==> src/hw/rtl/scar_pkg.sv <==
// shared types, constants and index helpers for the chunk acknowledge receiver
`timescale 1ns / 1ps
`default_nettype none

package scar_pkg;

  localparam int CHUNK_BYTES  = 1024;
  localparam int INDEX_LIMIT  = 128;
  localparam int HEADER_BYTES = 4;

  localparam int IDX_W  = 8;
  localparam int CNT_W  = 7;
  localparam int SUM_W  = 14;
  localparam int DLEN_W = 16;
  localparam int DECL_W = 32;

  localparam int REM_DEPTH = 256;

  typedef logic signed [IDX_W-1:0]  idx_t;
  typedef logic        [CNT_W-1:0]  cnt_t;
  typedef logic        [SUM_W-1:0]  sum_t;
  typedef logic        [DLEN_W-1:0] dlen_t;
  typedef logic signed [DECL_W-1:0] decl_t;

  localparam cnt_t COUNT_MAX = '1;

  typedef struct packed {
    idx_t  chunk_index;
    logic  first_chunk;
    logic  last_chunk;
    dlen_t datagram_length;
    decl_t declared_length;
  } chunk_item_t;

  typedef struct packed {
    idx_t prev;
    cnt_t count;
    sum_t counted_sum;
    sum_t all_sum;
    logic broken;
  } run_state_t;

  localparam run_state_t RUN_CLEAR = '{
    prev:        idx_t'(-1),
    count:       '0,
    counted_sum: '0,
    all_sum:     '0,
    broken:      1'b0
  };

  typedef logic [IDX_W-1:0] rem_table_t [REM_DEPTH];

  // magnitude mod INDEX_LIMIT, built by counting so no divider is involved
  function automatic rem_table_t build_rem_table();
    rem_table_t tbl;
    int         r;
    r = 0;
    for (int i = 0; i < REM_DEPTH; i++) begin
      tbl[i] = IDX_W'(r);
      r = (r + 1 == INDEX_LIMIT) ? 0 : r + 1;
    end
    return tbl;
  endfunction

  localparam rem_table_t REM_TABLE = build_rem_table();

  // expected next index: truncated remainder of prev + 1
  function automatic idx_t next_index(input idx_t prev);
    logic signed [IDX_W:0] x;
    logic        [IDX_W-1:0] mag;
    logic        [IDX_W-1:0] r;
    x   = (IDX_W+1)'(prev) + (IDX_W+1)'(1);
    mag = x[IDX_W] ? IDX_W'(-x) : x[IDX_W-1:0];
    r   = REM_TABLE[mag];
    return x[IDX_W] ? idx_t'(-r) : idx_t'(r);
  endfunction

  // prev - 1 brought into 0 .. INDEX_LIMIT-1
  function automatic idx_t step_back(input idx_t prev);
    logic signed [IDX_W:0] x;
    logic        [IDX_W-1:0] mag;
    logic        [IDX_W-1:0] r;
    x   = (IDX_W+1)'(prev) - (IDX_W+1)'(1);
    mag = x[IDX_W] ? IDX_W'(-x) : x[IDX_W-1:0];
    r   = REM_TABLE[mag];
    if (!x[IDX_W] || r == '0) begin
      return idx_t'(r);
    end
    return idx_t'(IDX_W'(INDEX_LIMIT) - r);
  endfunction

endpackage

`default_nettype wire

==> src/hw/rtl/scar_ifs.sv <==
// valid/ready channel interfaces for chunk headers and acknowledge results
`timescale 1ns / 1ps
`default_nettype none

interface scar_chunk_if;
  import scar_pkg::*;

  logic  valid;
  logic  ready;
  idx_t  chunk_index;
  logic  first_chunk;
  logic  last_chunk;
  dlen_t datagram_length;
  decl_t declared_length;

  modport source (
    output valid, chunk_index, first_chunk, last_chunk, datagram_length, declared_length,
    input  ready
  );
  modport sink (
    input  valid, chunk_index, first_chunk, last_chunk, datagram_length, declared_length,
    output ready
  );
endinterface

interface scar_ack_if;
  import scar_pkg::*;

  logic  valid;
  logic  ready;
  logic  finished;
  idx_t  ack_index;
  cnt_t  whole_chunks;
  decl_t final_chunk_bytes;
  logic  truncated;

  modport source (
    output valid, finished, ack_index, whole_chunks, final_chunk_bytes, truncated,
    input  ready
  );
  modport sink (
    input  valid, finished, ack_index, whole_chunks, final_chunk_bytes, truncated,
    output ready
  );
endinterface

`default_nettype wire

==> src/hw/rtl/scar_seq_track.sv <==
// running sequence tracker: in-sequence count, index sums and break flag
`timescale 1ns / 1ps
`default_nettype none

module scar_seq_track (
  input  wire                       clk,
  input  wire                       rst,
  input  wire                       advance,
  input  wire scar_pkg::chunk_item_t item,
  output scar_pkg::run_state_t      run_next
);
  import scar_pkg::*;

  run_state_t run;
  run_state_t base;
  idx_t       want;
  logic       count_it;
  sum_t       idx_ext;

  always_comb begin
    base     = item.first_chunk ? RUN_CLEAR : run;
    run_next = base;
    want     = next_index(base.prev);
    count_it = 1'b0;
    idx_ext  = SUM_W'(item.chunk_index);
    if (!base.broken) begin
      if (base.count == '0) begin
        run_next.prev = item.chunk_index;
        count_it      = 1'b1;
      end else if (item.chunk_index == want) begin
        run_next.prev = want;
        count_it      = 1'b1;
      end else begin
        run_next.broken = 1'b1;
      end
    end
    if (count_it) begin
      if (base.count != COUNT_MAX) begin
        run_next.count = base.count + cnt_t'(1);
      end
      run_next.counted_sum = base.counted_sum + idx_ext;
    end
    run_next.all_sum = base.all_sum + idx_ext;
  end

  always_ff @(posedge clk) begin
    if (rst) begin
      run <= RUN_CLEAR;
    end else if (advance) begin
      run <= run_next;
    end
  end

endmodule

`default_nettype wire

==> src/hw/rtl/sequenced_chunk_ack_receiver.sv <==
// top level: chunk header receiver producing one acknowledge word per datagram
// chunk_in carries one chunk header word per handshake (valid/ready); the
// chunk marked last of each datagram produces one word on ack_out, other
// chunks produce none.
// a header is captured in an input register; from there the sequence
// tracker updates the running count and index sums and the result is
// computed and loaded into the output register.
// two register stages (input register, output register). throughput: one
// header per cycle while ack_out does not stall a waiting last chunk.
// the output register lets the input stage keep taking headers without a
// result while an acknowledge word waits; when ack_out stalls and a last
// chunk is waiting in the input register, chunk_in.ready drops until the
// output word is taken.
// reset (synchronous, rst high) empties both stages and clears the running
// state to "no index seen"; no clearing pass is needed.
`timescale 1ns / 1ps
`default_nettype none

module sequenced_chunk_ack_receiver (
  input wire        clk,
  input wire        rst,
  scar_chunk_if.sink  chunk_in,
  scar_ack_if.source  ack_out
);
  import scar_pkg::*;

  localparam logic signed [17:0] CHUNK_BYTES_S = 18'(CHUNK_BYTES);

  chunk_item_t s1_item;
  logic        s1_valid;
  logic        s1_move;
  logic        out_free;
  run_state_t  run_next;

  logic                     res_finished;
  idx_t                     res_ack;
  cnt_t                     res_whole;
  decl_t                    res_bytes;
  logic                     res_trunc;
  logic signed [DECL_W:0]   payload_len;
  logic signed [IDX_W:0]    cnt_m1;
  logic signed [IDX_W:0]    whole_s;
  logic signed [26:0]       span;

  logic  out_valid;
  logic  out_finished;
  idx_t  out_ack;
  cnt_t  out_whole;
  decl_t out_bytes;
  logic  out_trunc;

  assign out_free       = !out_valid || ack_out.ready;
  assign s1_move        = s1_valid && (!s1_item.last_chunk || out_free);
  assign chunk_in.ready = !s1_valid || s1_move;

  // input register
  always_ff @(posedge clk) begin
    if (rst) begin
      s1_valid <= 1'b0;
    end else if (chunk_in.ready) begin
      s1_valid <= chunk_in.valid;
    end
    if (chunk_in.ready && chunk_in.valid) begin
      s1_item.chunk_index     <= chunk_in.chunk_index;
      s1_item.first_chunk     <= chunk_in.first_chunk;
      s1_item.last_chunk      <= chunk_in.last_chunk;
      s1_item.datagram_length <= chunk_in.datagram_length;
      s1_item.declared_length <= chunk_in.declared_length;
    end
  end

  scar_seq_track u_track (
    .clk      (clk),
    .rst      (rst),
    .advance  (s1_move),
    .item     (s1_item),
    .run_next (run_next)
  );

  // result for the last chunk of a datagram
  always_comb begin
    payload_len = $signed({17'b0, s1_item.datagram_length}) - (DECL_W+1)'(HEADER_BYTES);
    res_trunc   = payload_len <= $signed({s1_item.declared_length[DECL_W-1],
                                           s1_item.declared_length});
    res_finished = (run_next.counted_sum == '0) && (run_next.all_sum == '0);
    cnt_m1  = $signed({2'b0, run_next.count}) - (IDX_W+1)'(1);
    span    = cnt_m1 * CHUNK_BYTES_S;
    whole_s = cnt_m1 - (IDX_W+1)'(res_trunc);
    res_whole = whole_s[IDX_W] ? '0 : whole_s[CNT_W-1:0];
    if (res_trunc) begin
      res_ack   = step_back(run_next.prev);
      res_bytes = decl_t'(CHUNK_BYTES);
    end else begin
      res_ack   = run_next.prev;
      res_bytes = s1_item.declared_length - DECL_W'(span);
    end
    if (res_finished) begin
      res_ack   = idx_t'(-1);
      res_whole = '0;
      res_bytes = '0;
      res_trunc = 1'b0;
    end
  end

  // output register
  always_ff @(posedge clk) begin
    if (rst) begin
      out_valid <= 1'b0;
    end else if (s1_move && s1_item.last_chunk) begin
      out_valid <= 1'b1;
    end else if (ack_out.ready) begin
      out_valid <= 1'b0;
    end
    if (s1_move && s1_item.last_chunk) begin
      out_finished <= res_finished;
      out_ack      <= res_ack;
      out_whole    <= res_whole;
      out_bytes    <= res_bytes;
      out_trunc    <= res_trunc;
    end
  end

  assign ack_out.valid             = out_valid;
  assign ack_out.finished          = out_finished;
  assign ack_out.ack_index         = out_ack;
  assign ack_out.whole_chunks      = out_whole;
  assign ack_out.final_chunk_bytes = out_bytes;
  assign ack_out.truncated         = out_trunc;

  // a last chunk leaving the input stage always lands in the output register
  a_last_to_out: assert property (@(posedge clk) disable iff (rst)
    s1_move && s1_item.last_chunk |=> out_valid)
    else $error("last chunk left input stage without a result");

  // input side only backs up when the input stage holds a blocked last chunk
  a_ready_low: assert property (@(posedge clk) disable iff (rst)
    !chunk_in.ready |-> s1_valid && s1_item.last_chunk && out_valid && !ack_out.ready)
    else $error("input stalled without a blocked result");

  // a blocked input stage keeps its header
  a_s1_hold: assert property (@(posedge clk) disable iff (rst)
    s1_valid && !s1_move |=> s1_valid && $stable(s1_item))
    else $error("input stage lost a stalled header");

  // once a chunk has been processed the run count is never zero
  a_count_live: assert property (@(posedge clk) disable iff (rst)
    s1_move |=> u_track.run.count != '0)
    else $error("run count zero after a processed chunk");

endmodule

`default_nettype wire
==> src/flat_wrapper.sv <==
// flat-port wrapper written by rule: the top's interface ports become plain ports
module sequenced_chunk_ack_receiver_flat import scar_pkg::*;
  (clk, rst, chunk_in_valid, chunk_in_chunk_index, chunk_in_first_chunk, chunk_in_last_chunk, chunk_in_datagram_length, chunk_in_declared_length, chunk_in_ready, ack_out_valid, ack_out_finished, ack_out_ack_index, ack_out_whole_chunks, ack_out_final_chunk_bytes, ack_out_truncated, ack_out_ready);
  scar_chunk_if chunk_in_i ();
  scar_ack_if ack_out_i ();
  input wire clk;
  input wire rst;
  input wire logic [$bits(chunk_in_i.valid)-1:0] chunk_in_valid;
  input wire logic [$bits(chunk_in_i.chunk_index)-1:0] chunk_in_chunk_index;
  input wire logic [$bits(chunk_in_i.first_chunk)-1:0] chunk_in_first_chunk;
  input wire logic [$bits(chunk_in_i.last_chunk)-1:0] chunk_in_last_chunk;
  input wire logic [$bits(chunk_in_i.datagram_length)-1:0] chunk_in_datagram_length;
  input wire logic [$bits(chunk_in_i.declared_length)-1:0] chunk_in_declared_length;
  output wire logic [$bits(chunk_in_i.ready)-1:0] chunk_in_ready;
  output wire logic [$bits(ack_out_i.valid)-1:0] ack_out_valid;
  output wire logic [$bits(ack_out_i.finished)-1:0] ack_out_finished;
  output wire logic [$bits(ack_out_i.ack_index)-1:0] ack_out_ack_index;
  output wire logic [$bits(ack_out_i.whole_chunks)-1:0] ack_out_whole_chunks;
  output wire logic [$bits(ack_out_i.final_chunk_bytes)-1:0] ack_out_final_chunk_bytes;
  output wire logic [$bits(ack_out_i.truncated)-1:0] ack_out_truncated;
  input wire logic [$bits(ack_out_i.ready)-1:0] ack_out_ready;
  assign chunk_in_i.valid = chunk_in_valid;
  assign chunk_in_i.chunk_index = chunk_in_chunk_index;
  assign chunk_in_i.first_chunk = chunk_in_first_chunk;
  assign chunk_in_i.last_chunk = chunk_in_last_chunk;
  assign chunk_in_i.datagram_length = chunk_in_datagram_length;
  assign chunk_in_i.declared_length = chunk_in_declared_length;
  assign chunk_in_ready = chunk_in_i.ready;
  assign ack_out_valid = ack_out_i.valid;
  assign ack_out_finished = ack_out_i.finished;
  assign ack_out_ack_index = ack_out_i.ack_index;
  assign ack_out_whole_chunks = ack_out_i.whole_chunks;
  assign ack_out_final_chunk_bytes = ack_out_i.final_chunk_bytes;
  assign ack_out_truncated = ack_out_i.truncated;
  assign ack_out_i.ready = ack_out_ready;
  sequenced_chunk_ack_receiver u_core (.clk(clk), .rst(rst), .chunk_in(chunk_in_i), .ack_out(ack_out_i));
endmodule
==> config.mk <==
export PLATFORM = sky130hd
export DESIGN_NAME = sequenced_chunk_ack_receiver_flat
export DESIGN_NICKNAME = d
export VERILOG_FILES = /design/src/hw/rtl/scar_pkg.sv /design/src/hw/rtl/scar_ifs.sv /design/src/hw/rtl/scar_seq_track.sv /design/src/hw/rtl/sequenced_chunk_ack_receiver.sv /design/src/flat_wrapper.sv
export SDC_FILE = /design/constraint.sdc
export NUM_CORES = 1
export LEC_CHECK = 0
export BUFFER_PORTS_ARGS = -buffer_cell sky130_fd_sc_hd__buf_2
export CAP_MARGIN = 25
export CORE_ASPECT_RATIO = 0.75
export CORE_MARGIN = 5
export CORE_UTILIZATION = 54
export CTS_BUF_LIST = sky130_fd_sc_hd__clkbuf_8 sky130_fd_sc_hd__clkbuf_16
export DETAILED_ROUTE_END_ITERATION = 7
export PLACE_DENSITY_LB_ADDON = 0.1
export SLEW_MARGIN = 20
export SYNTH_ARGS = -nofsm -noshare
export SYNTH_HDL_FRONTEND = slang
export SYNTH_HIERARCHICAL = 1
export SYNTH_SLANG_ARGS = --single-unit
export TNS_END_PERCENT = 5
==> constraint.sdc <==
create_clock -name clk -period 7.4 [get_ports clk]
set_input_delay 0.37 -clock clk [delete_from_list [all_inputs] [get_ports clk]]
set_output_delay 0.37 -clock clk [all_outputs]
set_load 0.01 [all_outputs]
==> impl_metrics.csv, run 1 <==
group,metric,value,unit
grt,grtUsageMet1,35.3,%
floorplan,die_x,173,um
logic_synthesis,ys.warnings.count,6,
sta,fin_crit,6930,ps
logic_synthesis,synth-seq-cells,153,
routing,ant_nets,0,
cells_and_area,multi_input_area,6120,sq um
hold_path,min_from,"chunk_in_declared_length[23]",
logic_synthesis,syn_inst,1167,
routing,num_vias,8991,
sta,hold_viol,0,
sta,tns,0,ps
critical_path,reg2reg_setup_slack,470,ps
hold_path,whs_path_depth,1,
cells_and_area,final_area,12300,sq um
status,outcome,"completed",
logic_synthesis,yosysSeqAreaShare,38.5,%
placed_design,dp_hpwl,19600,um
grt,top_usage_layer,"met1",
logic_synthesis,ys_types,87,
clocking,cts.root.buffer_cell,"clkbuf_16",
power,ir_drop,151,uV
clocking,cts-hold-fix-buffers,0,
clocking,clk_latency,430,ps
critical_path,cp_slowest_cell,"or4b_1",
clocking,numCtsBuffers,17,
critical_path,cpPeakStageDelay,470,ps
clocking,clk_pin_slew,70,ps
routing,via_per_inst,5.82,
cells_and_area,nFillCells,1645,
hold_path,min_path_type,"in -> reg",
logic_synthesis,synth-main-ff-cell,"edfxtp_1",
power,power,2.58,mW
cells_and_area,finish.utilization,63.1,%
placed_design,dp.cells,1511,
critical_path,r2r_end,"u_core/ack_out.final_chunk_bytes[31]",
sta,relSlewSlack,47.0,%
sta,finalSetupViolCount,0,
logic_synthesis,synth_edf_count,107,
clocking,cts_max_level,4,
placed_design,gp_congestion,0.914,
hold_path,holdPathEnd,"u_core/s1_item[23]",
power,power_density,210,nW/um^2
logic_synthesis,async_flop_share,0,%
cells_and_area,layout_common_cells,"127 x nor2_1, 112 x buf_2, 107 x edfxtp_1",
grt,groute.usage.overall,23.0,%
critical_path,start_kind,"flop",
floorplan,dieArea,22800,sq um
critical_path,r2r_cells,28,
grt,grt_max_degree,59,
placed_design,place_ws,315,ps
grt,use_met3,4.36,%
critical_path,worstPathArrival,7210,ps
cells_and_area,seqCellArea,4140,sq um
power,power_leakage,5.19,nW
cells_and_area,layout.nets,1434,
sta,tightest_slew,795,ps
grt,grt_antenna_before_repair,0,
sta,fmax,0.144,GHz
critical_path,worst-setup-path-type,"reg -> reg",
grt,grt-ovfl-total,0,
floorplan,fp.coreArea,19400,sq um
sta,fin_crit_sh,93.6,%
routing,drt-total-wl,26500,um
cells_and_area,diodes,0,
critical_path,worst_ep_required_time,7680,ps
clocking,tritoncts,"done",
grt,grt_first_pass_wirelength,43200,um
floorplan,die_y,132,um
logic_synthesis,syn_nets,1321,
cells_and_area,final_cells,1546,
critical_path,cp_top_family,"compound AO/OA/AOI/OAI gates",
grt,met2_usage,33.6,%
sta,hold_slack,111,ps
sta,setup_ws,475,ps
clocking,clockBufferDepth,2,
placed_design,io_buffers,112,
clocking,clock-sinks,153,
floorplan,ios,113,
floorplan,start_util,55.3,%
critical_path,crit_fanout,13,
routing,drc,0,
placed_design,post_dp_cell_area,11600,sq um
floorplan,placementRows,44,
logic_synthesis,synth_area,10700,sq um
routing,wire_per_inst,17.1,um
sta,finalClockSkew,16.4,ps
grt,grt_pass1_vias,8387,
logic_synthesis,postSynthAreaPerCell,9.20,sq um
critical_path,endpoint_kind,"flop",
cells_and_area,final_common_cell,"nor2_1",
critical_path,critPathBufInv,3,
routing,dr.pass1.iters,6,
run,drv_cap,0,
sta,slew_violations,0,
critical_path,timing.rr.start,"u_core/s1_item[49]",
cells_and_area,final_layout_size_suffix_gt1_share,16.9,%
routing,drt_iter0_markers,793,
cells_and_area,syn_to_final_growth,14.3,%
[kinds of logic (layout without fill, tap and decap cells)]
family	after synthesis	count (layout)	synth area share, %
flops	153	153	38.5
xor+xnor	78	78	6.36
compound gates	261	261	16.9
buf+inv	131	257	5.02
fa+ha+maj	92	92	10.9
simple gates	427	427	19.8
mux	25	25	2.46
[state kept, by name (all words and copies together) (netlist names)]
register	cells
u_core/s1_valid	1
u_core/ack_out.ack_index	8
u_core/ack_out.finished	1
u_core/ack_out.whole_chunks	7
u_core/s1_item	58
u_core/ack_out.truncated	1
u_core/ack_out.valid	1
u_core/u_track/run	44
u_core/ack_out.final_chunk_bytes	32
[how the worst max path moves through the flow]
stage                                       from                              endpoint  cells past startpoint
after floorplan               u_core/s1_item[49]  u_core/ack_out.final_chunk_bytes[30]                     30
after global placement    u_core/u_track/run[37]  u_core/ack_out.final_chunk_bytes[30]                     27
after detailed placement  u_core/u_track/run[37]  u_core/ack_out.final_chunk_bytes[30]                     27
after CTS                 u_core/u_track/run[37]  u_core/ack_out.final_chunk_bytes[31]                     28
after global routing          u_core/s1_item[49]  u_core/ack_out.final_chunk_bytes[31]                     28
final                         u_core/s1_item[49]  u_core/ack_out.final_chunk_bytes[31]                     28
[Yosys cell counts, types with 14 or more instances]
library cell  count  area share [%]
nor2b_1          36             2.1
a21oi_1          62             2.9
xor2_1           22             1.8
and3_1           15            0.87
ha_1             89              10
nand4_1          15            0.87
dfxtp_1          46             8.6
nor2_1          128             4.5
nor3_1           30             1.4
a31oi_1          14            0.82
nand3_1          39             1.8
inv_1            84             2.9
clkbuf_1         33             1.2
mux2i_1          17             1.6
a21o_1           25             1.7
nand2_1          83             2.9
edfxtp_1        107              30
xnor2_1          56             4.6
o21ai_0          46             2.1
[cell type report]
cell class / instances / area share, %
Timing Repair Buffer: 140 / 6.31
Tap cell: 253 / 2.58
Clock inverter: 15 / 1.47
Clock buffer: 17 / 3.47
Inverter: 85 / 2.60
Sequential cell: 153 / 33.7
Multi-Input combinational cell: 883 / 49.9
[routing by layer]
layer,routed length [um],up-vias
met4,172,0
met2,11200,308
li1,-,4490
met3,1910,13
met5,0,-
met1,13200,4180
[where the power goes]
part           internal [mW]  leakage [nW]  switching (mW)
Combinational          0.294          3.50           0.399
Sequential             0.979          1.40          0.0358
Clock                  0.457         0.291           0.414
[timing repair]
action	4_1_cts	5_1_grt
resized for setup	0	4
setup buffers	0	3
endpoints found under the setup margin	0	7
No activity file was read; power rests on OpenSTA's default activity.
==> run 2: changes to the inputs <==
Settings changed: PLACE_DENSITY from default to 0.77, PLACE_DENSITY_LB_ADDON 0.1 to default.
==> impl_metrics.csv, run 2 (same netlist as run 1, synthesis figures left out) <==
group,metric,value,unit
cells_and_area,top_register,"u_core/s1_item",
sta,tightest_slew,920,ps
floorplan,ios,113,
routing,drt_iter0_markers,871,
sta,fin_crit,7040,ps
floorplan,start_util,55.3,%
cells_and_area,diodes,0,
grt,grt_pass1_vias,8535,
power,power_leakage,5.21,nW
placed_design,dp_hpwl,19600,um
grt,grt_max_degree,54,
sta,hold_slack,105,ps
floorplan,dieArea,22800,sq um
clocking,numCtsBuffers,17,
clocking,clock-sinks,153,
sta,finalSetupViolCount,0,
sta,hold_viol,0,
status,outcome,"completed",
critical_path,cpPeakStageDelay,470,ps
critical_path,cp_slowest_cell,"or4b_1",
critical_path,start_kind,"flop",
hold_path,holdPathEnd,"u_core/s1_item[56]",
grt,grt_first_pass_wirelength,43600,um
critical_path,endpoint_kind,"flop",
clocking,tritoncts,"done",
hold_path,min_path_type,"in -> reg",
hold_path,min_from,"chunk_in_chunk_index[6]",
cells_and_area,final_area,12400,sq um
clocking,cts.root.buffer_cell,"clkbuf_16",
floorplan,die_y,132,um
cells_and_area,layout_common_cells,"126 x nor2_1, 112 x buf_2, 107 x edfxtp_1",
sta,fmax,0.142,GHz
sta,fin_crit_sh,95.1,%
routing,wire_per_inst,17.2,um
cells_and_area,largest_reg_flops,58,
critical_path,worst_ep_required_time,7670,ps
placed_design,post_dp_cell_area,11600,sq um
routing,num_vias,9178,
floorplan,fp.coreArea,19400,sq um
power,power_density,212,nW/um^2
run,drv_cap,0,
clocking,clk_pin_slew,70,ps
critical_path,r2r_cells,28,
routing,drc,0,
grt,groute.usage.overall,23.0,%
placed_design,io_buffers,112,
cells_and_area,final_common_cell,"nor2_1",
sta,finalClockSkew,14.7,ps
hold_path,whs_path_depth,1,
critical_path,worstPathArrival,7310,ps
cells_and_area,nFillCells,1585,
critical_path,timing.rr.start,"u_core/s1_item[49]",
grt,grt-ovfl-total,0,
cells_and_area,layout.nets,1434,
routing,drt-total-wl,26600,um
critical_path,crit_fanout,9,
routing,dr.pass1.iters,8,
clocking,clockBufferDepth,2,
cells_and_area,syn_to_final_growth,15.3,%
cells_and_area,final_layout_size_suffix_gt1_share,17.7,%
power,ir_drop,141,uV
floorplan,die_x,173,um
critical_path,reg2reg_setup_slack,360,ps
clocking,clk_latency,430,ps
placed_design,gp_congestion,0.948,
clocking,cts_max_level,4,
routing,via_per_inst,5.94,
sta,relSlewSlack,38.7,%
critical_path,worst-setup-path-type,"reg -> reg",
critical_path,crit_top_cell,"a21oi_1",
grt,grt_antenna_before_repair,0,
floorplan,placementRows,44,
routing,ant_nets,0,
sta,slew_violations,0,
critical_path,r2r_end,"u_core/ack_out.final_chunk_bytes[31]",
run 2: area by class of cell:
| type | instances | area [sq um] | share of cell area [%] |
|---|---|---|---|
| inverter | 85 | 319 | 2.58 |
| timing repair buffer | 140 | 771 | 6.23 |
| clock buffer | 17 | 425 | 3.44 |
| tap | 253 | 317 | 2.56 |
| clock inverter | 15 | 193 | 1.56 |
| sequential | 153 | 4130 | 33.4 |
| multi-input combinational | 883 | 6220 | 50.2 |
run 2: repair_timing:
item	4_1_cts	5_1_grt
setup endpoints to repair	0	10
hold buffers	0	0
buffers inserted	0	6
resized for setup	0	19
endpoints found under the hold margin	0	0
run 2: per-stage QoR:
step / util [%] / std cells / power, mW / setup slack [ps] / TNS, ps
finish: 63.7 / 1546 / 2.62 / 360 / 0
global route: 63.7 / 1546 / 2.76 / -68.4 / -68.4
CTS: 62.9 / 1540 / 2.60 / 170 / 0
detailed placement: 59.7 / 1508 / 1.70 / 218 / 0
global placement: 59.7 / 1508 / 1.69 / 399 / 0
floorplan: - / 1167 / 1.54 / 19.5 / 0
run 2: critical path: cells and delay by family, from the launching register on:
| kind | cells | cell delay (ps) |
|---|---|---|
| AND/OR/NAND/NOR | 7 | 1990 |
| flip-flops | 1 | 450 |
| adder cells (fa/ha/maj) | 3 | 730 |
| AO/OA/AOI/OAI | 12 | 2770 |
| XOR/XNOR | 2 | 410 |
| buffers and inverters | 4 | 500 |
run 2: worst max-delay path by stage:
| stage | start | endpoint | depth (start not counted) |
|---|---|---|---|
| after floorplan | u_core/s1_item[49] | u_core/ack_out.final_chunk_bytes[30] | 30 |
| after global placement | u_core/s1_item[49] | u_core/ack_out.final_chunk_bytes[30] | 28 |
| after detailed placement | u_core/s1_item[49] | u_core/ack_out.final_chunk_bytes[30] | 28 |
| after CTS | u_core/s1_item[49] | u_core/ack_out.final_chunk_bytes[30] | 28 |
| after global routing | u_core/s1_item[49] | u_core/ack_out.final_chunk_bytes[31] | 28 |
| final | u_core/s1_item[49] | u_core/ack_out.final_chunk_bytes[31] | 28 |
run 2: report_power, final:
group	switching (mW)	leakage [nW]	total (mW)	internal (mW)
registers	0.0380	1.40	1.02	0.979
logic	0.408	3.52	0.710	0.301
clock network	0.410	0.295	0.898	0.488
total	0.856	5.21	2.62	1.77
run 2: metal layers:
metal / track usage, % / vias up / wire length [um] / share of wire (%)
met5: 0 / - / 0 / 0
met4: 5.67 / 0 / 262 / 0.99
met3: 5.19 / 26 / 2390 / 9.0
met2: 34.5 / 392 / 11700 / 44
met1: 33.9 / 4277 / 12200 / 46
li1: - / 4483 / - / -
